### src/sv/drr_pkg.sv
package drr_pkg;

	localparam logic [7:0] CHAR_ZERO  = 8'h30;
	localparam logic [7:0] CHAR_NINE  = 8'h39;
	localparam logic [7:0] CHAR_SPACE = 8'h20;

	localparam int MSG_LEN = 26;

	// "Don't copy account number!"
	localparam logic [7:0] MSG_TEXT [MSG_LEN] = '{
		8'h44, 8'h6F, 8'h6E, 8'h27, 8'h74, 8'h20, 8'h63, 8'h6F, 8'h70, 8'h79,
		8'h20, 8'h61, 8'h63, 8'h63, 8'h6F, 8'h75, 8'h6E, 8'h74, 8'h20, 8'h6E,
		8'h75, 8'h6D, 8'h62, 8'h65, 8'h72, 8'h21
	};

	// message character at a position in the redacted run, spaces past the text
	function automatic logic [7:0] redact_char(input logic [6:0] idx);
		logic [7:0] ch;
		if (idx < 7'(MSG_LEN)) begin
			ch = MSG_TEXT[idx[4:0]];
		end else begin
			ch = CHAR_SPACE;
		end
		return ch;
	endfunction

	function automatic logic is_digit(input logic [7:0] b);
		return (b >= CHAR_ZERO) && (b <= CHAR_NINE);
	endfunction

endpackage

### src/sv/digit_run_redactor_core.sv
// release: a byte is released once RUN_LENGTH-1 later bytes of its text have arrived, or at
// once when its text ends; after release it passes the window read register and the output register
// throughput: one item per cycle in and out while neither side stalls; an end-of-text flush drains
// up to RUN_LENGTH items at one per cycle through the memory's single read port, as input flows on
// reset: arst_n clears pointers, run counter and flags; the window memory is not cleared
module digit_run_redactor_core #(
	parameter int RUN_LENGTH = 26
) (
	input  logic       clk,
	input  logic       arst_n,
	input  logic       in_valid,
	output logic       in_ready,
	input  logic [7:0] text_byte,
	input  logic       end_of_text,
	output logic       out_valid,
	input  logic       out_ready,
	output logic [7:0] out_byte,
	output logic       out_last
);
	import drr_pkg::*;

	// window ring: RUN_LENGTH-1 held bytes plus a few released ones in flight
	localparam int AW = $clog2(RUN_LENGTH + 4);

	// pointers carry one extra wrap bit for full/empty
	logic [AW:0]   wr_ptr;
	logic [AW:0]   rel_ptr;
	logic [AW:0]   rd_ptr;
	logic          wr_en;
	logic          fire;
	logic [AW:0]   fire_ptr;
	logic          pend_busy;
	logic          rd_en;
	logic [AW-1:0] rd_addr;
	logic [8:0]    rd_data;

	// input side: ring write, digit run tracking, release pointer.
	// a completed first run marks its oldest byte; the whole run is then
	// exactly the next RUN_LENGTH bytes that leave the window, so nothing
	// in the memory is rewritten
	drr_ingress #(
		.RUN_LENGTH(RUN_LENGTH),
		.AW        (AW)
	) u_ingress (
		.clk        (clk),
		.arst_n     (arst_n),
		.in_valid   (in_valid),
		.in_ready   (in_ready),
		.text_byte  (text_byte),
		.end_of_text(end_of_text),
		.rd_ptr     (rd_ptr),
		.pend_busy  (pend_busy),
		.wr_en      (wr_en),
		.wr_ptr     (wr_ptr),
		.rel_ptr    (rel_ptr),
		.fire       (fire),
		.fire_ptr   (fire_ptr)
	);

	// each entry keeps the byte and its end-of-text flag, which becomes out_last
	drr_window_mem #(
		.AW   (AW),
		.WIDTH(9)
	) u_mem (
		.clk    (clk),
		.wr_en  (wr_en),
		.wr_addr(wr_ptr[AW-1:0]),
		.wr_data({end_of_text, text_byte}),
		.rd_en  (rd_en),
		.rd_addr(rd_addr),
		.rd_data(rd_data)
	);

	// output side: read of released entries, message substitution over the
	// marked run, output register that holds a stalled result until it is taken
	drr_egress #(
		.RUN_LENGTH(RUN_LENGTH),
		.AW        (AW)
	) u_egress (
		.clk      (clk),
		.arst_n   (arst_n),
		.rel_ptr  (rel_ptr),
		.fire     (fire),
		.fire_ptr (fire_ptr),
		.rd_ptr   (rd_ptr),
		.pend_busy(pend_busy),
		.rd_en    (rd_en),
		.rd_addr  (rd_addr),
		.rd_data  (rd_data),
		.out_valid(out_valid),
		.out_ready(out_ready),
		.out_byte (out_byte),
		.out_last (out_last)
	);

endmodule

### src/sv/drr_window_mem.sv
module drr_window_mem #(
	parameter int AW    = 5,
	parameter int WIDTH = 9
) (
	input  logic             clk,
	input  logic             wr_en,
	input  logic [AW-1:0]    wr_addr,
	input  logic [WIDTH-1:0] wr_data,
	input  logic             rd_en,
	input  logic [AW-1:0]    rd_addr,
	output logic [WIDTH-1:0] rd_data
);

	logic [WIDTH-1:0] mem_q [1 << AW];
	logic [WIDTH-1:0] rd_data_q;

	always_ff @(posedge clk) begin
		if (wr_en) begin
			mem_q[wr_addr] <= wr_data;
		end
		if (rd_en) begin
			rd_data_q <= mem_q[rd_addr];
		end
	end

	assign rd_data = rd_data_q;

endmodule

### src/sv/drr_ingress.sv
module drr_ingress #(
	parameter int RUN_LENGTH = 26,
	parameter int AW         = 5
) (
	input  logic        clk,
	input  logic        arst_n,
	input  logic        in_valid,
	output logic        in_ready,
	input  logic [7:0]  text_byte,
	input  logic        end_of_text,
	input  logic [AW:0] rd_ptr,
	input  logic        pend_busy,
	output logic        wr_en,
	output logic [AW:0] wr_ptr,
	output logic [AW:0] rel_ptr,
	output logic        fire,
	output logic [AW:0] fire_ptr
);
	import drr_pkg::*;

	localparam int RW = $clog2(RUN_LENGTH + 1);
	localparam logic [RW-1:0] RUN_MAX  = RW'(RUN_LENGTH);
	localparam logic [RW-1:0] RUN_LAST = RW'(RUN_LENGTH - 1);
	localparam logic [AW:0]   HOLD_MAX = (AW + 1)'(RUN_LENGTH - 1);

	logic [AW:0]   wr_ptr_q;
	logic [AW:0]   rel_ptr_q;
	logic [RW-1:0] run_q;
	logic          replaced_q;

	logic [AW:0]   used;
	logic [AW:0]   held;
	logic          digit;
	logic [RW-1:0] run_next;
	logic          window_full;
	logic          fire_cand;
	logic          accept;

	assign used        = wr_ptr_q - rd_ptr;
	assign held        = wr_ptr_q - rel_ptr_q;
	assign digit       = is_digit(text_byte);
	assign window_full = (held == HOLD_MAX);

	always_comb begin
		if (!digit) begin
			run_next = '0;
		end else if (run_q == RUN_MAX) begin
			run_next = run_q;
		end else begin
			run_next = run_q + 1'b1;
		end
	end

	// this item completes the first full digit run of the text
	assign fire_cand = digit && (run_q == RUN_LAST) && !replaced_q && window_full;

	// one redaction mark outstanding at a time
	assign in_ready = !used[AW] && !(fire_cand && pend_busy);
	assign accept   = in_valid && in_ready;

	assign wr_en    = accept;
	assign wr_ptr   = wr_ptr_q;
	assign rel_ptr  = rel_ptr_q;
	assign fire     = accept && fire_cand;
	assign fire_ptr = rel_ptr_q;

	always_ff @(posedge clk or negedge arst_n) begin
		if (!arst_n) begin
			wr_ptr_q   <= '0;
			rel_ptr_q  <= '0;
			run_q      <= '0;
			replaced_q <= 1'b0;
		end else if (accept) begin
			wr_ptr_q <= wr_ptr_q + 1'b1;
			if (end_of_text) begin
				rel_ptr_q  <= wr_ptr_q + 1'b1;
				run_q      <= '0;
				replaced_q <= 1'b0;
			end else begin
				run_q <= run_next;
				if (fire_cand) begin
					replaced_q <= 1'b1;
				end
				if (window_full) begin
					rel_ptr_q <= rel_ptr_q + 1'b1;
				end
			end
		end
	end

endmodule

### src/sv/drr_egress.sv
module drr_egress #(
	parameter int RUN_LENGTH = 26,
	parameter int AW         = 5
) (
	input  logic          clk,
	input  logic          arst_n,
	input  logic [AW:0]   rel_ptr,
	input  logic          fire,
	input  logic [AW:0]   fire_ptr,
	output logic [AW:0]   rd_ptr,
	output logic          pend_busy,
	output logic          rd_en,
	output logic [AW-1:0] rd_addr,
	input  logic [8:0]    rd_data,
	output logic          out_valid,
	input  logic          out_ready,
	output logic [7:0]    out_byte,
	output logic          out_last
);
	import drr_pkg::*;

	localparam int CW = $clog2(RUN_LENGTH);
	localparam logic [CW-1:0] CNT_LAST = CW'(RUN_LENGTH - 1);

	logic [AW:0]   rd_ptr_q;
	logic          valid_s1;
	logic [AW-1:0] ptr_s1;
	logic          out_valid_q;
	logic [7:0]    out_byte_q;
	logic          out_last_q;
	logic          pend_q;
	logic [AW-1:0] mark_ptr_q;
	logic          redact_q;
	logic [CW-1:0] rcnt_q;

	logic move;
	logic run_start;

	assign move      = valid_s1 && (!out_valid_q || out_ready);
	assign rd_en     = (rel_ptr != rd_ptr_q) && (!valid_s1 || move);
	assign rd_addr   = rd_ptr_q[AW-1:0];
	assign rd_ptr    = rd_ptr_q;
	assign pend_busy = pend_q;
	assign run_start = pend_q && (ptr_s1 == mark_ptr_q);

	always_ff @(posedge clk or negedge arst_n) begin
		if (!arst_n) begin
			rd_ptr_q    <= '0;
			valid_s1    <= 1'b0;
			out_valid_q <= 1'b0;
			pend_q      <= 1'b0;
			redact_q    <= 1'b0;
			rcnt_q      <= '0;
		end else begin
			if (rd_en) begin
				rd_ptr_q <= rd_ptr_q + 1'b1;
				ptr_s1   <= rd_ptr_q[AW-1:0];
				valid_s1 <= 1'b1;
			end else if (move) begin
				valid_s1 <= 1'b0;
			end

			if (fire) begin
				pend_q     <= 1'b1;
				mark_ptr_q <= fire_ptr[AW-1:0];
			end

			if (move) begin
				out_valid_q <= 1'b1;
				out_last_q  <= rd_data[8];
				priority if (run_start) begin
					out_byte_q <= redact_char('0);
					pend_q     <= 1'b0;
					redact_q   <= 1'b1;
					rcnt_q     <= CW'(1);
				end else if (redact_q) begin
					out_byte_q <= redact_char(7'(rcnt_q));
					rcnt_q     <= rcnt_q + 1'b1;
					redact_q   <= (rcnt_q != CNT_LAST);
				end else begin
					out_byte_q <= rd_data[7:0];
				end
			end else if (out_ready) begin
				out_valid_q <= 1'b0;
			end
		end
	end

	assign out_valid = out_valid_q;
	assign out_byte  = out_byte_q;
	assign out_last  = out_last_q;

endmodule

### config.mk
export PLATFORM = sky130hd
export DESIGN_NAME = digit_run_redactor_core
export DESIGN_NICKNAME = d
export VERILOG_FILES = /design/src/sv/drr_pkg.sv /design/src/sv/digit_run_redactor_core.sv /design/src/sv/drr_window_mem.sv /design/src/sv/drr_ingress.sv /design/src/sv/drr_egress.sv
export SDC_FILE = /design/constraint.sdc
export NUM_CORES = 1
export LEC_CHECK = 0
export BUFFER_PORTS_ARGS = -buffer_cell sky130_fd_sc_hd__buf_2
export CORE_ASPECT_RATIO = 1.1
export CORE_MARGIN = 4
export CORE_UTILIZATION = 30
export CTS_CLUSTER_DIAMETER = 200
export DETAILED_ROUTE_END_ITERATION = 10
export SYNTH_ARGS = -nofsm -noshare
export SYNTH_HDL_FRONTEND = slang
export SYNTH_HIERARCHICAL = 1
export SYNTH_SLANG_ARGS = --single-unit
### constraint.sdc
create_clock -name clk -period 3.9 [get_ports clk]
set_input_delay 0.78 -clock clk [delete_from_list [all_inputs] [get_ports clk]]
set_output_delay 0.78 -clock clk [all_outputs]
set_load 0.005 [all_outputs]
==> results.yml <==
logic_synthesis:
  yosys.area.top_type: "edfxtp_1"
  synth_compound_area_frac: 0.0333
  postSynth.asyncResetShare: 0.0946
  synth_cell_types: 70
  synth_adder_area_share: 0.0216
  synth_edf_count: 316
  synthTopCellsByArea: "edfxtp_1 (64%), mux4_2 (14%), dfrtp_1 (5.6%)"
  synthFlopType: "edfxtp_1"
  synth_nets: 857
  ys_ff_latch: 349
  synth.area.mux_share: 0.146
  yosys_warnings: 6
  synth_top_area_share: 0.639
  syn_avg_cell_area_sq_um: 18.1
  synth_top_family_by_area: "multiplexers"
  synth_simple_gate_area_frac: 0.0592
  netlist_instances: 819
  seq_area_frac_synth: 0.695
  synth_xor_area_frac: 0.0183
  syn_area_sq_mm: 0.0148
global_routing:
  antenna_found_initial: 1
  grtUsageMet1: 0.172
  grt_usage: 0.124
  top_usage_layer: "met2"
  grt_pass1_vias: 7937
  grt_pass1_wl_mm: 49.9
  grt.overflow.total: 0
  grt_max_degree: 52
  grtUsageMet3: 0.0212
  grt_use_met2: 0.208
floorplan:
  io_pins: 24
  core_sq_mm: 0.0489
  dieArea_sq_mm: 0.0531
  die_y_um: 241
  die_w_um: 220
  rows: 85
  start_util: 0.303
drt:
  via_per_inst: 4.83
  drt_iter0_markers: 536
  wl_per_cell_um: 20.6
  drc_errors: 0
  drt_wl_total_mm: 32.5
  drt_first_pass_iters: 5
  vias: 7594
  ant_nets: 0
sta:
  hold_slack_ps: 334
  setup_ws_ps: 196
  fin_crit_sh: 0.950
  fin_skew_ps: 16.0
  timing.final.hold_violations: 0
  rsz0062_at_grt: "no"
  setup_violations: 0
  max_freq_ghz: 0.270
  tightest_slew_ps: 781
  fin_crit_ps: 3700
  tns_ps: 0
  relSlewSlack: 0.479
  slew_violations: 0
run_status:
  status: "completed"
clock_tree:
  cts_buffers: 39
  cts_resized: 0
  cts_htree_levels: 2
  postCtsSetupRepairBufs: 0
  cts_buffer_depth: 3
  holdBufCountCts: 0
  cts_tree: "built"
  path_clk_slew_ps: 60
  clockRootBuffer: "clkbuf_16"
  cts_sinks: 349
  worst_skew_pair.late_latency_ps: 530
cells_and_area:
  final_cell_area_sq_mm: 0.0172
  n_fill_cell: 4622
  antenna_cells: 0
  multi_input_area_sq_mm: 0.00414
  nets: 929
  regArea_sq_mm: 0.0103
  area_growth_syn_to_layout_pct: 16.1
  finish.utilization: 0.352
  layout-drive-gt1-share: 0.274
critical_path:
  crit_path_start: "u_ingress/wr_ptr[0]$_DFFE_PN0P_"
  crit_end: "in_ready"
  start_kind: "flop"
  r2r_cells: 13
  crit_path_max_fanout: 13
  path_class: "flop to output port"
  crit-reg2reg-launch: "u_ingress/wr_ptr[0]$_DFFE_PN0P_"
  worst-r2r-setup-slack_ps: 490
  rr_endpoint: "u_mem/mem_q[6][3]$_DFFE_PP_"
  cp.arrival_ps: 2920
  crit_path_end_kind: "output port"
  cp_data_required_time_ps: 3120
placement:
  dp_slack_ps: 431
  place_area_sq_mm: 0.0159
  globalplace.congestion: 0.797
  portBuffers: 23
  place_hpwl_mm: 20.6
power:
  power.density_mw_per_mm2: 705
  peakVddDrop_mv: 0.381
  p_leak_uw: 0.00573
job:
  max_cap_viol_count: 0
worst_hold_path:
  hold_path_class: "primary input to async pin"
[kinds of logic after synthesis]
logic type / Yosys count
DFF: 349
and+or+nand+nor: 168
muxes: 102
AOI/OAI and AO/OA: 73
buffers and inverters: 71
xor gates and xnor gates: 31
adders and majority gates: 25
[cell usage in the layout (no fill, tap or decap), types with 4 or more instances in the layout]
master	n
edfxtp_1	316
mux4_2	91
nor2_1	59
buf_4	55
clkbuf_16	41
dfrtp_1	31
xnor2_1	25
ha_1	24
buf_2	23
nand2_1	23
inv_1	21
o21ai_0	16
nand3_1	15
a21oi_1	14
clkinv_1	10
nand3b_1	10
mux2_2	9
nor3_1	8
and2_1	7
and3_1	6
xor2_1	6
bufinv_16	5
clkbuf_1	5
nand2b_1	5
nand4_1	5
nor4_1	5
clkinv_2	4
a211o_1	4
o211ai_1	4
a31oi_1	4
a21o_1	4
[through the flow]
| stage | instances | power (uW) |
|---|---|---|
| floorplan | 819 | 7380 |
| CTS | 1573 | 12300 |
| global route | 1573 | 12700 |
| global placement | 1502 | 8550 |
| detailed placement | 1502 | 8580 |
| finish | 1573 | 12100 |
[layer usage]
metal | vias up | part of all wire
met1 | 3983 | 0.44
met3 | 42 | 0.044
li1 | 3413 | -
met5 | - | 0
met4 | 0 | 0.016
met2 | 156 | 0.50
[worst min path at each step]
stage / to / slack (ps) / cells past startpoint
after CTS: u_egress/rcnt_q[3]$_DFFE_PN0P_ / 340 / 2
after floorplan: u_egress/out_last$_DFFE_PP_ / 400 / 0
after global routing: u_egress/rcnt_q[4]$_DFFE_PN0P_ / 370 / 2
after detailed placement: u_egress/out_last$_DFFE_PP_ / 440 / 0
final: u_egress/out_valid$_DFFE_PN0P_ / 330 / 2
after global placement: u_egress/out_last$_DFFE_PP_ / 450 / 0
[critical path: stages, from the launching register on]
cell and delay (ps):
dfrtp_1 340, inv_1 80, ha_1 230, fa_1 400, nand2b_1 160, a21oi_1 150, xor2_1 80, and3_1 190
buf_4 180, a21oi_1 350, buf_2 220
[sequential cells by signal (all words and copies together), names as in the netlist, 5 cells and up]
register             flops
u_mem/rd_data            9
u_egress/rcnt_q          5
u_ingress/run_q          5
u_ingress/fire_ptr       6
u_egress/out_byte        8
u_ingress/wr_ptr         6
u_egress/ptr_s1          5
u_mem/mem_q            288
u_egress/mark_ptr_q      5
u_egress/rd_ptr          6
[cell type report]
cell class / count / area share
Clock buffer: 46 / 0.0606
Multi-Input combinational cell: 399 / 0.240
Sequential cell: 349 / 0.599
Timing Repair Buffer: 80 / 0.0330
Tap cell: 652 / 0.0474
Clock inverter: 25 / 0.0149
Inverter: 22 / 0.00479
[cells in the mapped netlist (5+ instances only)]
cell type	count
dfrtp_1	33
clkbuf_1	12
nor3_1	8
nand2b_1	5
edfxtp_1	316
buf_1	7
o21ai_0	16
nand3b_1	10
xnor2_1	25
buf_4	21
nand3_1	15
inv_1	21
mux2_2	9
mux4_2	91
nand4_1	5
and2_1	7
ha_1	24
xor2_1	6
nor4_1	5
a21oi_1	14
nor2_1	59
nand2_1	23
and3_1	6
[where the power goes]
group	leakage, uW	switching, uW	internal [uW]
registers	0.00326	221	4500
clock network	0.000627	1450	2250
logic	0.00185	1990	1730
(Power assumes the default switching activity.)
